--- src/assert_macros.svh ---
// assertion helpers, compiled out when ASSERT_OFF is defined
`ifndef ASSERT_MACROS_SVH
`define ASSERT_MACROS_SVH
`ifndef ASSERT_OFF
// property must hold at every clock edge outside reset
`define NSPE_ASSERT(lbl, prop, msg) \
  lbl: assert property (@(posedge clk_i) disable iff (!rst_ni) (prop)) else $error(msg);
// expression must never be true outside reset
`define NSPE_NEVER(lbl, expr, msg) \
  lbl: assert property (@(posedge clk_i) disable iff (!rst_ni) !(expr)) else $error(msg);
`else
`define NSPE_ASSERT(lbl, prop, msg)
`define NSPE_NEVER(lbl, expr, msg)
`endif
`endif

--- src/nspe_ram.sv ---
module nspe_ram #(
  parameter int WIDTH = 32,
  parameter int DEPTH = 16
) (
  input  logic                     clk_i,
  input  logic                     we_i,
  input  logic [$clog2(DEPTH)-1:0] waddr_i,
  input  logic [WIDTH-1:0]         wdata_i,
  input  logic [$clog2(DEPTH)-1:0] raddr_i,
  output logic [WIDTH-1:0]         rdata_o
);

  logic [WIDTH-1:0] mem_q [DEPTH];
  logic [WIDTH-1:0] rdata_q;

  always_ff @(posedge clk_i) begin
    if (we_i) begin
      mem_q[waddr_i] <= wdata_i;
    end
    rdata_q <= mem_q[raddr_i];
  end

  assign rdata_o = rdata_q;

endmodule

--- config.mk ---
export PLATFORM = sky130hd
export DESIGN_NAME = nspe_ram
export DESIGN_NICKNAME = d
export VERILOG_FILES = /design/src/assert_macros.svh /design/src/nspe_ram.sv
export SDC_FILE = /design/constraint.sdc
export NUM_CORES = 1
export LEC_CHECK = 0
export ABC_AREA = 0
export BUFFER_PORTS_ARGS = -buffer_cell sky130_fd_sc_hd__buf_2
export CORE_MARGIN = 10
export CORE_UTILIZATION = 61
export DETAILED_ROUTE_END_ITERATION = 10
export PLACE_DENSITY = 0.89
export SLEW_MARGIN = 10
export SYNTH_ARGS = -nofsm -noshare
export SYNTH_HDL_FRONTEND = slang
export SYNTH_SLANG_ARGS = --single-unit
export TNS_END_PERCENT = 100
--- constraint.sdc ---
create_clock -name clk_i -period 4.4 [get_ports clk_i]
set_clock_uncertainty 0.05 [all_clocks]
set_input_delay 0.44 -clock clk_i [delete_from_list [all_inputs] [get_ports clk_i]]
set_output_delay 0.44 -clock clk_i [all_outputs]
set_load 0.02 [all_outputs]
# Word-level counts from Yosys, hierarchy flattened
# Memory sizes are Yosys's and may differ from the RTL's. A register that Yosys moved wholly into a read port is not among the register bits.
# Index checks and enable logic that the tools add are counted.
# word_totals
input_bits	42
wordCells	3
mem_bits_rw	512
register_bits	0
out_inout_bits	32
mem_count	1
# memory_table
memory	depth	width	read_ports	rd_clocked_by_memory_dff	write_ports	line	text
mem_q	16	32	1	1	1	nspe_ram.sv:13	logic [WIDTH-1:0] mem_q [DEPTH];
# classes
mux	2
# ops
op	count
$mux W1	2

# Logic depth before layout (Yosys ltp)
# logic_depth
ltp_word	2
ltp_mapped	5
mapped_depth_nobuf	3

# Worst setup path after synthesis
# OpenSTA, ideal clock, no wires.
# synth_path
path_type	input-to-reg
from	in waddr_i[2]
to	mem mem_q[0][0], enable pin
setup_time_ns	0.461
arrival_ns	3.158
required_ns	3.889
stages	2
path_slack_ns	0.730
n_path_buf	0
cell_sequence	or3b_2 nor3_1
# synth_lines
element	line	text
start, declared	nspe_ram.sv:7	input logic [$clog2(DEPTH)-1:0] waddr_i,
end, declared	nspe_ram.sv:13	
# Straight into the memory's write port.

# Worst setup path after layout
# layout_path
from	in waddr_i[2]
to	mem mem_q[9][14], enable pin
# Straight into the memory's write port.

==> results_dict.tcl <==
set metrics [dict create \
    critical_path.cell_chain "buf_2 > nand3b_1 > nor2_4 > buf_4" \
    fin_nets 982 \
    root_buffer "clkbuf_16" \
    worst_path_largest_cell_delay_ns 0.89 \
    ctsResizeCount 0 \
    area_growth_pct 13.4 \
    ctsHoldBuffers 0 \
    startpoint "waddr_i[2]" \
    rsz0062_at_grt "false" \
    grt-ovfl-total 0 \
    reg2reg_from "mem_q[2][19]" \
    p_total_w 0.0108 \
    synthFlopType "edfxtp_1" \
    setup_viol 0 \
    clk_path_buf_depth 3 \
    grt_pass1_wl_um 67400 \
    ir_worst_vdd_mv 0.268 \
    ys_types 18 \
    synth_top_area_share_pct 77.4 \
    hold_violations 0 \
    hp-start "wdata_i[23]" \
    htree_num_levels 2 \
    wl_um 44800 \
    num_vias 9499 \
    critPathTopFamily "simple AND/OR/NAND/NOR gates" \
    postSynth.asyncResetShare_pct 0 \
    drt_iter0_markers 1327 \
    firstDrtPassIters 7 \
    slowest_stage "nor2_4" \
    hp-class "in -> reg" \
    endpoint_kind "flip-flop" \
    n_fill_cell 1779 \
    synth_seq_cells 544 \
    status "finished clean" \
    worst_pin_slew_ns 1.27 \
    worstSetupPathType "in -> reg" \
    syn_area_per_cell_um2 23.7 \
    worstPathArrival_ns 2.27 \
    synth_common_cells "edfxtp_1 (512), mux4_2 (128), a22oi_1 (64), nand2_1 (33), dfxtp_1 (32)" \
    synthCells 838 \
    tns_ns 0 \
    r2r_end "rdata_o[19]" \
    die_y_um 200 \
    path_clk_slew_ns 0.07 \
    hpwlAfterDp_um 22200 \
    cts_setup_buffers 0 \
    drv_cap 0 \
    hold_path_depth 1 \
    timing.fmax_mhz 481 \
    syn-cell-area_um2 19900 \
    cp-start-kind "primary input" \
    grtUsageTotal_pct 22.4 \
    ant_nets 0 \
    maxSlewHeadroom_pct 15.2 \
    synth_nets 880 \
    crit_fanout 22 \
    initial_core_util_pct 61.5 \
    synth.yosys.seq_area_share_pct 80.7 \
    io_pins 74 \
    timing.final.crit_share_pct 47.2 \
    ys.warnings.count 0 \
    slew_violations 0 \
    synth_top_area_cell "edfxtp_1" \
    gp_congestion 0.698 \
    cp.required_ns 4.59 \
    power.leakage_nw 7.24 \
    yosysMostFrequentCell "edfxtp_1" \
    place.port_buffers 73 \
    holdPathEnd "mem_q[5][23]" \
    routed_via_density 6.68 \
    grt_max_degree 65 \
    first_global_vias 10200 \
    num_rows 66 \
    synth-edff-count 512 \
    cts_tree "yes" \
    critPathBufInv 2 \
    cts_made_buffers 50 \
    die_w_um 200 \
    antenna_found_initial 1 \
    drive_gt1_share_pct 31.8 \
    insertion_delay_ns 0.57 \
    power.density_nw_per_um2 478 \
    wl_per_cell_um 31.5 \
    die_area_um2 40200 \
    r2r_slack_ns 2.82 \
    core_area_um2 32300 \
    synth_area_leaders "edfxtp_1 (77%), mux4_2 (15%), dfxtp_1 (3.2%)" \
    layout_min_cycle_time_ns 2.08 \
    drc 0 \
    reg2regPathDepth 3 \
    cts_sinks 544 \
    num_antenna_cells 0 \
]
## where the power goes
group | switching (W) | total [W] | internal [W] | leakage [nW]
sequential | 0.0000455 | 0.00584 | 0.00579 | 4.89
combinational | 0.000342 | 0.000547 | 0.000206 | 1.54
clock | 0.00185 | 0.00437 | 0.00252 | 0.802
total | 0.00224 | 0.0108 | 0.00852 | 7.24
## layer usage
layer / part of all wire, % / routed length [um] / GRT usage, % / vias up
met5: 0.029 / 13 / 0 / -
met4: 2.8 / 1250 / 8.01 / 2
met3: 8.5 / 3810 / 4.39 / 97
met2: 52 / 23100 / 36.9 / 600
met1: 37 / 16700 / 29.7 / 5030
li1: - / - / - / 3770
## placed cells by master, fill, tap and decap left out, types with 13 or more instances in the layout
cell type,instances
clkinv_1,13
mux4_2,128
clkbuf_16,51
edfxtp_1,512
a22oi_1,64
nor2_4,13
buf_4,19
nand2_1,33
dfxtp_1,32
buf_2,71
## flip-flops by register name (all words and copies together) (netlist names)
register  flops
mem_q       512
rdata_o      32
## per-stage QoR
step / instance area, um2 / hold slack (ns) / instances / worst slack (ns) / utilization (%)
after detailed placement: 20900 / 0.610 / 1330 / 1.80 / 64.6
after CTS: 22500 / 0.185 / 1422 / 2.34 / 69.7
after global routing: 22500 / 0.202 / 1422 / 2.25 / 69.7
final: 22500 / 0.202 / 1422 / 2.32 / 69.7
after floorplan: 19900 / 0.489 / 838 / 0.730 / -
after global placement: 20900 / 0.598 / 1330 / 1.83 / 64.6
## how the worst max path moves through the flow
stage | depth (start not counted) | slack [ns] | endpoint
6_report | 4 | 2.32 | mem_q[9][14]
5_1_grt | 5 | 2.25 | rdata_o[4]
4_1_cts | 4 | 2.34 | mem_q[9][11]
3_5_place_dp | 4 | 1.80 | mem_q[9][18]
3_3_place_gp | 5 | 1.83 | rdata_o[4]
2_1_floorplan | 2 | 0.73 | mem_q[0][0]
## area by class of cell
cell class / instances / area, um2 / area share (%)
clock buffers: 63 / 1350 / 6.00
multi-input cells: 251 / 3750 / 16.7
clock inverters: 29 / 289 / 1.28
repair buffers: 93 / 552 / 2.45
well taps: 442 / 553 / 2.46
flip-flops and latches: 544 / 16000 / 71.1
## kinds of logic after synthesis
logic type             after synthesis  share of synthesized area [%]
DFF                                544                           80.7
buffers and inverters               43                           1.12
and+or+nand+nor                     59                           1.27
muxes                              128                           14.5
AOI/OAI and AO/OA                   64                           2.42
No activity file was read; power rests on OpenSTA's default activity.
