`config.mk`:
```
export PLATFORM = sky130hd
export DESIGN_NAME = nspe_div
export DESIGN_NICKNAME = d
export VERILOG_FILES = /design/src/assert_macros.svh /design/src/nspe_pkg.sv /design/src/nspe_div.sv
export SDC_FILE = /design/constraint.sdc
export NUM_CORES = 1
export LEC_CHECK = 0
export BUFFER_PORTS_ARGS = -buffer_cell sky130_fd_sc_hd__buf_2
export CORE_MARGIN = 1.5
export CORE_UTILIZATION = 60
export DETAILED_ROUTE_END_ITERATION = 8
export GPL_ROUTABILITY_DRIVEN = 0
export HOLD_SLACK_MARGIN = 0.15
export PLACE_DENSITY_LB_ADDON = 0.1
export SLEW_MARGIN = 10
export SYNTH_ARGS = -nofsm -noshare
export SYNTH_HDL_FRONTEND = slang
export SYNTH_SLANG_ARGS = --single-unit
```
`constraint.sdc`:
```
create_clock -name clk_i -period 3.6 [get_ports clk_i]
set_input_delay 0.18 -clock clk_i [delete_from_list [all_inputs] [get_ports clk_i]]
set_output_delay 0.18 -clock clk_i [all_outputs]
set_load 0.1 [all_outputs]
```
`src/assert_macros.svh`:
```
// assertion helpers, compiled out when ASSERT_OFF is defined
`ifndef ASSERT_MACROS_SVH
`define ASSERT_MACROS_SVH
`ifndef ASSERT_OFF
// property must hold at every clock edge outside reset
`define NSPE_ASSERT(lbl, prop, msg) \
  lbl: assert property (@(posedge clk_i) disable iff (!rst_ni) (prop)) else $error(msg);
// expression must never be true outside reset
`define NSPE_NEVER(lbl, expr, msg) \
  lbl: assert property (@(posedge clk_i) disable iff (!rst_ni) !(expr)) else $error(msg);
`else
`define NSPE_ASSERT(lbl, prop, msg)
`define NSPE_NEVER(lbl, expr, msg)
`endif
`endif

```
`src/nspe_pkg.sv`:
```
package nspe_pkg;

  localparam int QW     = 32;
  localparam int DVD_W  = 49;
  localparam int DVS_W  = 33;
  localparam int SAT_W  = 66;
  localparam int CFG_IDX_W  = 2;
  localparam int CFG_DATA_W = 5;

  localparam logic [CFG_IDX_W-1:0] CFG_U_ORDER = 2'd0;
  localparam logic [CFG_IDX_W-1:0] CFG_V_ORDER = 2'd1;
  localparam logic [CFG_IDX_W-1:0] CFG_U_COUNT = 2'd2;
  localparam logic [CFG_IDX_W-1:0] CFG_V_COUNT = 2'd3;

  localparam logic signed [QW-1:0] Q_ONE = 32'sd65536;

  typedef enum logic [1:0] {
    CMD_WR_UKNOT = 2'd0,
    CMD_WR_VKNOT = 2'd1,
    CMD_WR_POINT = 2'd2,
    CMD_EVAL     = 2'd3
  } cmd_e;

  typedef enum logic [4:0] {
    S_IDLE, S_PT_MUL, S_PT_WR, S_SPAN_RD, S_SPAN_CMP, S_ROW_LD, S_CARRY,
    S_KLO, S_KHI, S_ALPHA, S_ALPHA_W, S_BLEND, S_DBEND, S_COPY, S_FIN,
    S_FIN_DIV, S_FIN_W, S_DONE
  } state_e;

  // homogeneous point, element 0..2 = x,y,z times weight, element 3 = weight
  typedef logic [3:0][QW-1:0] hpt_t;

  function automatic logic signed [QW-1:0] sat_q(input logic signed [SAT_W-1:0] v);
    logic signed [QW-1:0] r;
    if (v > 66'sd2147483647) r = 32'sh7fffffff;
    else if (v < -66'sd2147483648) r = 32'sh80000000;
    else r = v[QW-1:0];
    return r;
  endfunction

endpackage

```
`src/nspe_div.sv`:
```
module nspe_div import nspe_pkg::*; (
  input  logic                    clk_i,
  input  logic                    rst_ni,
  input  logic                    start_i,
  input  logic signed [DVD_W-1:0] dividend_i,
  input  logic signed [DVS_W-1:0] divisor_i,
  output logic                    busy_o,
  output logic                    done_o,
  output logic signed [QW-1:0]    quot_o
);

  localparam int CNT_W = $clog2(DVD_W + 1);

  logic [CNT_W-1:0]     cnt_q;
  logic                 busy_q, done_q, neg_q;
  logic [DVS_W-1:0]     dvs_q, rem_q, rem_d;
  logic [DVD_W-1:0]     quo_q;
  logic signed [QW-1:0] quot_q;
  logic [DVS_W:0]       shifted;
  logic                 ge;

  // restoring division on magnitudes, one quotient bit a cycle
  assign shifted = {rem_q, quo_q[DVD_W-1]};
  assign ge      = shifted >= {1'b0, dvs_q};
  assign rem_d   = ge ? DVS_W'(shifted - {1'b0, dvs_q}) : shifted[DVS_W-1:0];

  always_ff @(posedge clk_i or negedge rst_ni) begin
    if (!rst_ni) begin
      busy_q <= 1'b0;
      done_q <= 1'b0;
      cnt_q  <= '0;
    end else begin
      done_q <= 1'b0;
      if (start_i && !busy_q) begin
        busy_q <= 1'b1;
        cnt_q  <= CNT_W'(DVD_W);
      end else if (busy_q) begin
        if (cnt_q == '0) begin
          busy_q <= 1'b0;
          done_q <= 1'b1;
        end else begin
          cnt_q <= cnt_q - 1'b1;
        end
      end
    end
  end

  always_ff @(posedge clk_i) begin
    if (start_i && !busy_q) begin
      neg_q <= dividend_i[DVD_W-1] ^ divisor_i[DVS_W-1];
      quo_q <= dividend_i[DVD_W-1] ? DVD_W'(-dividend_i) : DVD_W'(dividend_i);
      dvs_q <= divisor_i[DVS_W-1] ? DVS_W'(-divisor_i) : DVS_W'(divisor_i);
      rem_q <= '0;
    end else if (busy_q) begin
      if (cnt_q == '0) begin
        // sign and saturate
        if (!neg_q) begin
          quot_q <= (quo_q > DVD_W'(64'd2147483647)) ? 32'sh7fffffff : quo_q[QW-1:0];
        end else begin
          quot_q <= (quo_q > DVD_W'(64'd2147483648)) ? 32'sh80000000
                                                    : QW'(~quo_q + 1'b1);
        end
      end else begin
        rem_q <= rem_d;
        quo_q <= {quo_q[DVD_W-2:0], ge};
      end
    end
  end

  assign busy_o = busy_q;
  assign done_o = done_q;
  assign quot_o = quot_q;

endmodule
```
* Word level (Yosys, flattened, before mapping) *
Index checks and enable logic that the tools add are counted.

word-level totals
  flip-flop bits (word level) = 156
  memory bits (writable) = 0
  logic and storage cells = 47
  bits of input ports = 85
  memories kept = 0
  ROM bits = 0
  bits in latches = 0

cells by class
  eq/ne operators = 1
  reductions and logical operators = 7
  multipliers = 0
  mux-type cells = 18
  $add $sub $neg = 5
  bitwise logic cells = 4
  shift operators = 0
  order comparisons = 3
  divide/modulo/power cells = 0

operator list
  operator                                                          number
  2-to-1 mux 49 bit                                                 4
  2-to-1 mux 32 bit                                                 4
  greater-than comparator 49 x 31 -> 1 bit (second input constant)  1
  greater-than comparator 49 x 32 -> 1 bit (second input constant)  1
  negator 49 bit                                                    1
  greater-or-equal comparator 34 x 33 -> 1 bit                      1
  2-to-1 mux 33 bit                                                 1
  negator 33 bit                                                    1
  subtractor 33 bit                                                 1
  adder 32 x 1 -> 32 bit (second input constant)                    1
  NOT 32 bit                                                        1
  2-to-1 mux 6 bit                                                  3
  logical NOT 6 bit                                                 1
  2-to-1 mux 1 bit                                                  6
  subtractor 6 x 1 -> 6 bit (second input constant)                 1
  AND reduction 2 bit                                               2
  AND reduction 3 bit                                               1
  inequality test 2 bit (second input constant)                     1
  NOT 1 bit                                                         2
  nonzero test 2 bit                                                1
  logical AND 1 bit                                                 1
  logical NOT 1 bit                                                 1
  XOR 1 bit                                                         1

* Longest topological paths before layout *
  word-level depth = 4
  gate-level depth with buffers = 13
  gate-level depth less buffers = 12

* Least setup slack after synthesis *
OpenSTA, ideal clock, no wires.

  path type = register to register
  from = reg busy_q (netlist: busy_o)
  to = reg quo_q[0] (enable)
  cell stages (with the launch flop) = 8
  setup slack = 0.348 ns
  buffers on the path = 2
  arrival = 2.775 ns
  cell sequence = dfrtp_1 inv_1 nand2_1 clkbuf_1 inv_1 nor2_1 clkbuf_1 inv_1

on the way
  longest elaborated chain between the ends = 4

RTL lines
  item                                                                                 line            source
  start: declaration                                                                   nspe_div.sv:15  logic busy_q, done_q, neg_q;
  start signal: assignment                                                             nspe_div.sv:29  busy_q <= 1'b0;
  start signal: assignment                                                             nspe_div.sv:35  busy_q <= 1'b1;
  start signal: assignment                                                             nspe_div.sv:39  busy_q <= 1'b0;
  logical NOT 1 bit                                                                    nspe_div.sv:49  if (start_i && !busy_q) begin
  logical AND 1 bit                                                                    nspe_div.sv:49
  inequality test 2 bit (no source line) / nonzero test 2 bit (equally long branches)  n/a
  AND reduction 2 bit (no source line) *                                               n/a
  end signal: assignment                                                               nspe_div.sv:51  quo_q <= dividend_i[DVD_W-1] ? DVD_W'(-dividend_i) : DVD_W'(dividend_i);
  end signal: assignment                                                               nspe_div.sv:65  quo_q <= {quo_q[DVD_W-2:0], ge};
  end: declaration                                                                     nspe_div.sv:17  logic [DVD_W-1:0] quo_q;

Every way passes the cells marked *; elsewhere a longest branch is shown, timed or not.
A chain may end at the register's enable or synchronous reset.

* Worst setup path in the final report *
  from = in divisor_i[4]
  to = reg dvs_q[30] (data pin)

on the way
  longest elaborated chain between the ends = 2

RTL lines
  item                    line            source
  start: declaration      nspe_div.sv:6   input logic signed [DVS_W-1:0] divisor_i,
  negator 33 bit          nspe_div.sv:52  dvs_q <= divisor_i[DVS_W-1] ? DVS_W'(-divisor_i) : DVS_W'(divisor_i);
  2-to-1 mux 32 bit       nspe_div.sv:52
  end signal: assignment  nspe_div.sv:52
  end: declaration        nspe_div.sv:16  logic [DVS_W-1:0] dvs_q, rem_q, rem_d;

Every way passes these cells.

==> impl_results.md <==
* Top-count cell post-synth: nand2_1
* Ys async rst share at 5.13%
* PwrDens at 801 nW/um2
* Syn Nets at 1289
* Setup violators final at 0
* Area Overhead vs Synth at 18.1%
* Max_cap viols at 0
* Mapped Cells at 1164
* Clock Tree Buf Depth at 2
* IO Pins at roughly 120
* Share of the yosys chip area belonging to registers at ~41%
* Worst-Skew Late Latency at 430 ps
* Largest net degree at the start of global routing at between 90 and 100
* Drt wl/cell at 17.0 um
* Initial antenna violation count at 2
* DIE AREA at 18300 um2
* Max-slew violation count at 0
* Kind of critical path: in -> reg
* Inserted Diodes at 0
* Worst setup EP type: register
* Worst r2r dst: quot_o[5]$_DFFE_PP_
* Tcrit/Tclk final at 92.6%
* Via count at 9469
* Final Hold Viols at 0
* Slew headroom at 40.3%
* Hpwl dp at roughly 19 mm
* Total gr overflow at 0
* Post-synthesis cell type count at 70
* First-pass GRT wire length at about 43 mm
* Vias per Instance at 6.12
* WP data arrival at 3510 ps
* Core Region at 17200 um2
* Fmax at 300 MHz
* RSZ-0062 raised after global routing: no
* Final Skew at approximately 11 ps
* CP Launch Point: divisor_i[4]
* CTS tree: done
* Fin crit period at 3330 ps
* Clock Sinks at around 160
* Post-synth EDFFs at 115
* First-pass DRT Iterations at 8
* Worst r2r path cells at 10
* Fin nets at 1435
* Leading post-synthesis cells by cell area: edfxtp_1 33%, dfxtp_1 6.3%, o21ai_0 6.1%, nand2_1 5.5%, xor2_1 5.0%
* Pleak at 5.06 nW
* Synth Register Bits at 156
* Vias in the first global route at 8749
* Total track usage at 29.6%
* CTS H-tree depth at 4
* Worst hold slack at 156 ps
* Die span in x at 135 um
* Post-synth top area share at roughly 33%
* CTS root buf: clkbuf_16
* Worst Tran Pin Value at approximately 900 ps
* Setup TNS Final at 0 ps
* Die Y at 135 um
* Num CTS Buffers at 17
* DRT Wirelength at 26.3 mm
* Worst setup SP type: primary input
* Peak supply drop at 0.000520 V
* WP data required at between 3000 and 4000 ps
* CP Max Fanout at 5
* Leading area contributor after synthesis: edfxtp_1
* Synthesized area at roughly 11000 um2
* Initial Utilization at 61.2%
* Fraction of layout cells with a size suffix above 1 at between 15 and 20%
* Reg-to-Reg Start: quo_q[0]$_DFFE_PP_
* Hold/Removal Path Class: in -> reg
* Warnings from Yosys at 0
* DR iter-0 viols at 854
* Core Rows at 48
* Final core occ at 72.3%
* Outcome: completed
* Main flop type after synthesis: edfxtp_1
* Worst Setup EP: dvs_q[30]$_DFFE_PP_
* List of most frequent post-synthesis cells: 155 x nand2_1, 128 x o21ai_0, 115 x edfxtp_1
* Clock transition at path regs at 60 ps
* IO Port Bufs at 118
* Final ANT Viol Nets at 0
* R2R Setup Slk at 300 ps
* Drt drc at 0
* Syn avg cell area at between 9 and 10 um2
-- critical path, stage by stage --
cell	delay (ps)
dlygate4sd3_1	540
buf_2	140
nor4_1	290
buf_4	180
nand3_1	170
or3_1	430
or4_1	490
or4_1	630
o41ai_2	370
xnor2_1	90
-- repair_timing --
action                     CTS  global route
setup endpoints to repair    0             2
setup buffers                0             0
hold buffers                42             0
resized for setup            0             2
hold endpoints to repair    49             0
-- layout by cell type, fill, tap and decap left out, types with 22 or more instances in the layout --
cell           Yosys  final
a21oi_1           41     41
o21ai_0          128    128
dfxtp_1           33     33
ha_1              39     39
edfxtp_1         115    115
o31ai_1           23     23
inv_1             59     58
mux2i_1           22     22
nand2_1          155    154
nor3_1            30     30
dlygate4sd3_1      0     42
xor2_1            60     60
buf_4              0     29
nand3_1           43     43
nor2_1            56     55
xnor2_1           51     51
buf_2              1    118
-- power breakdown --
group | switching (mW) | internal [mW]
registers | 0.623 | 2.79
clock network | 0.746 | 1.10
logic | 2.77 | 1.91
total | 4.14 | 5.80
-- state kept, by name (all words and copies together), names as in the netlist --
signal and flops:
neg_q 1, dvs_q 33, busy_o 1, done_o 1
cnt_q 6, quot_o 32, rem_q 33, quo_q 49
-- worst min path at each step --
stage / cells after the start / slack (ps) / from / to
floorplan: 0 / -120 / rst_ni / busy_o$_DFF_PN0_
global placement: 1 / 30 / rst_ni / cnt_q[4]$_DFFE_PN0P_
detailed placement: 1 / 40 / rst_ni / cnt_q[4]$_DFFE_PN0P_
CTS: 3 / 150 / dividend_i[17] / quo_q[17]$_DFFE_PP_
finish: 3 / 160 / dividend_i[32] / quo_q[32]$_DFFE_PP_
global route: 3 / 160 / dividend_i[34] / quo_q[34]$_DFFE_PP_
-- per-stage QoR --
stage	cells	total power [mW]	setup slack, ps	cell area, um2
finish	1548	9.94	268	12400
global route	1548	10.6	59.1	12400
CTS	1548	9.89	251	12400
detailed placement	1474	7.98	117	11400
global placement	1474	7.82	151	11400
floorplan	1164	6.68	348	10500
-- cell type report --
class                           count  area [um2]
Fill cell                        1344        4760
Multi-Input combinational cell    886        5750
Timing Repair Buffer              190        1250
Tap cell                          225         282
Clock buffer                       20         437
Inverter                           59         221
Sequential cell                   156        4310
Clock inverter                     12         161
-- logic make-up (layout without fill, tap and decap cells) --
kind of cell	Yosys count	count (layout)	share of synthesized area, %
AOI/OAI and AO/OA	309	309	19.4
and+or+nand+nor	403	403	18.8
muxes	23	23	2.20
DFF	156	156	41.1
buffers and inverters	122	281	4.44
adders and majority gates	40	40	4.84
xor gates and xnor gates	111	111	9.25
-- metal layers --
metal / vias up / share of wire (%) / wire length, um / global-route usage, %
met5: - / 0.068 / 18 / 0
met4: 2 / 2.1 / 555 / 9.92
met3: 44 / 7.1 / 1870 / 4.98
met2: 364 / 46 / 12100 / 46.5
met1: 4438 / 45 / 11800 / 41.7
li1: 4621 / - / - / -
(Power assumes the default switching activity.)
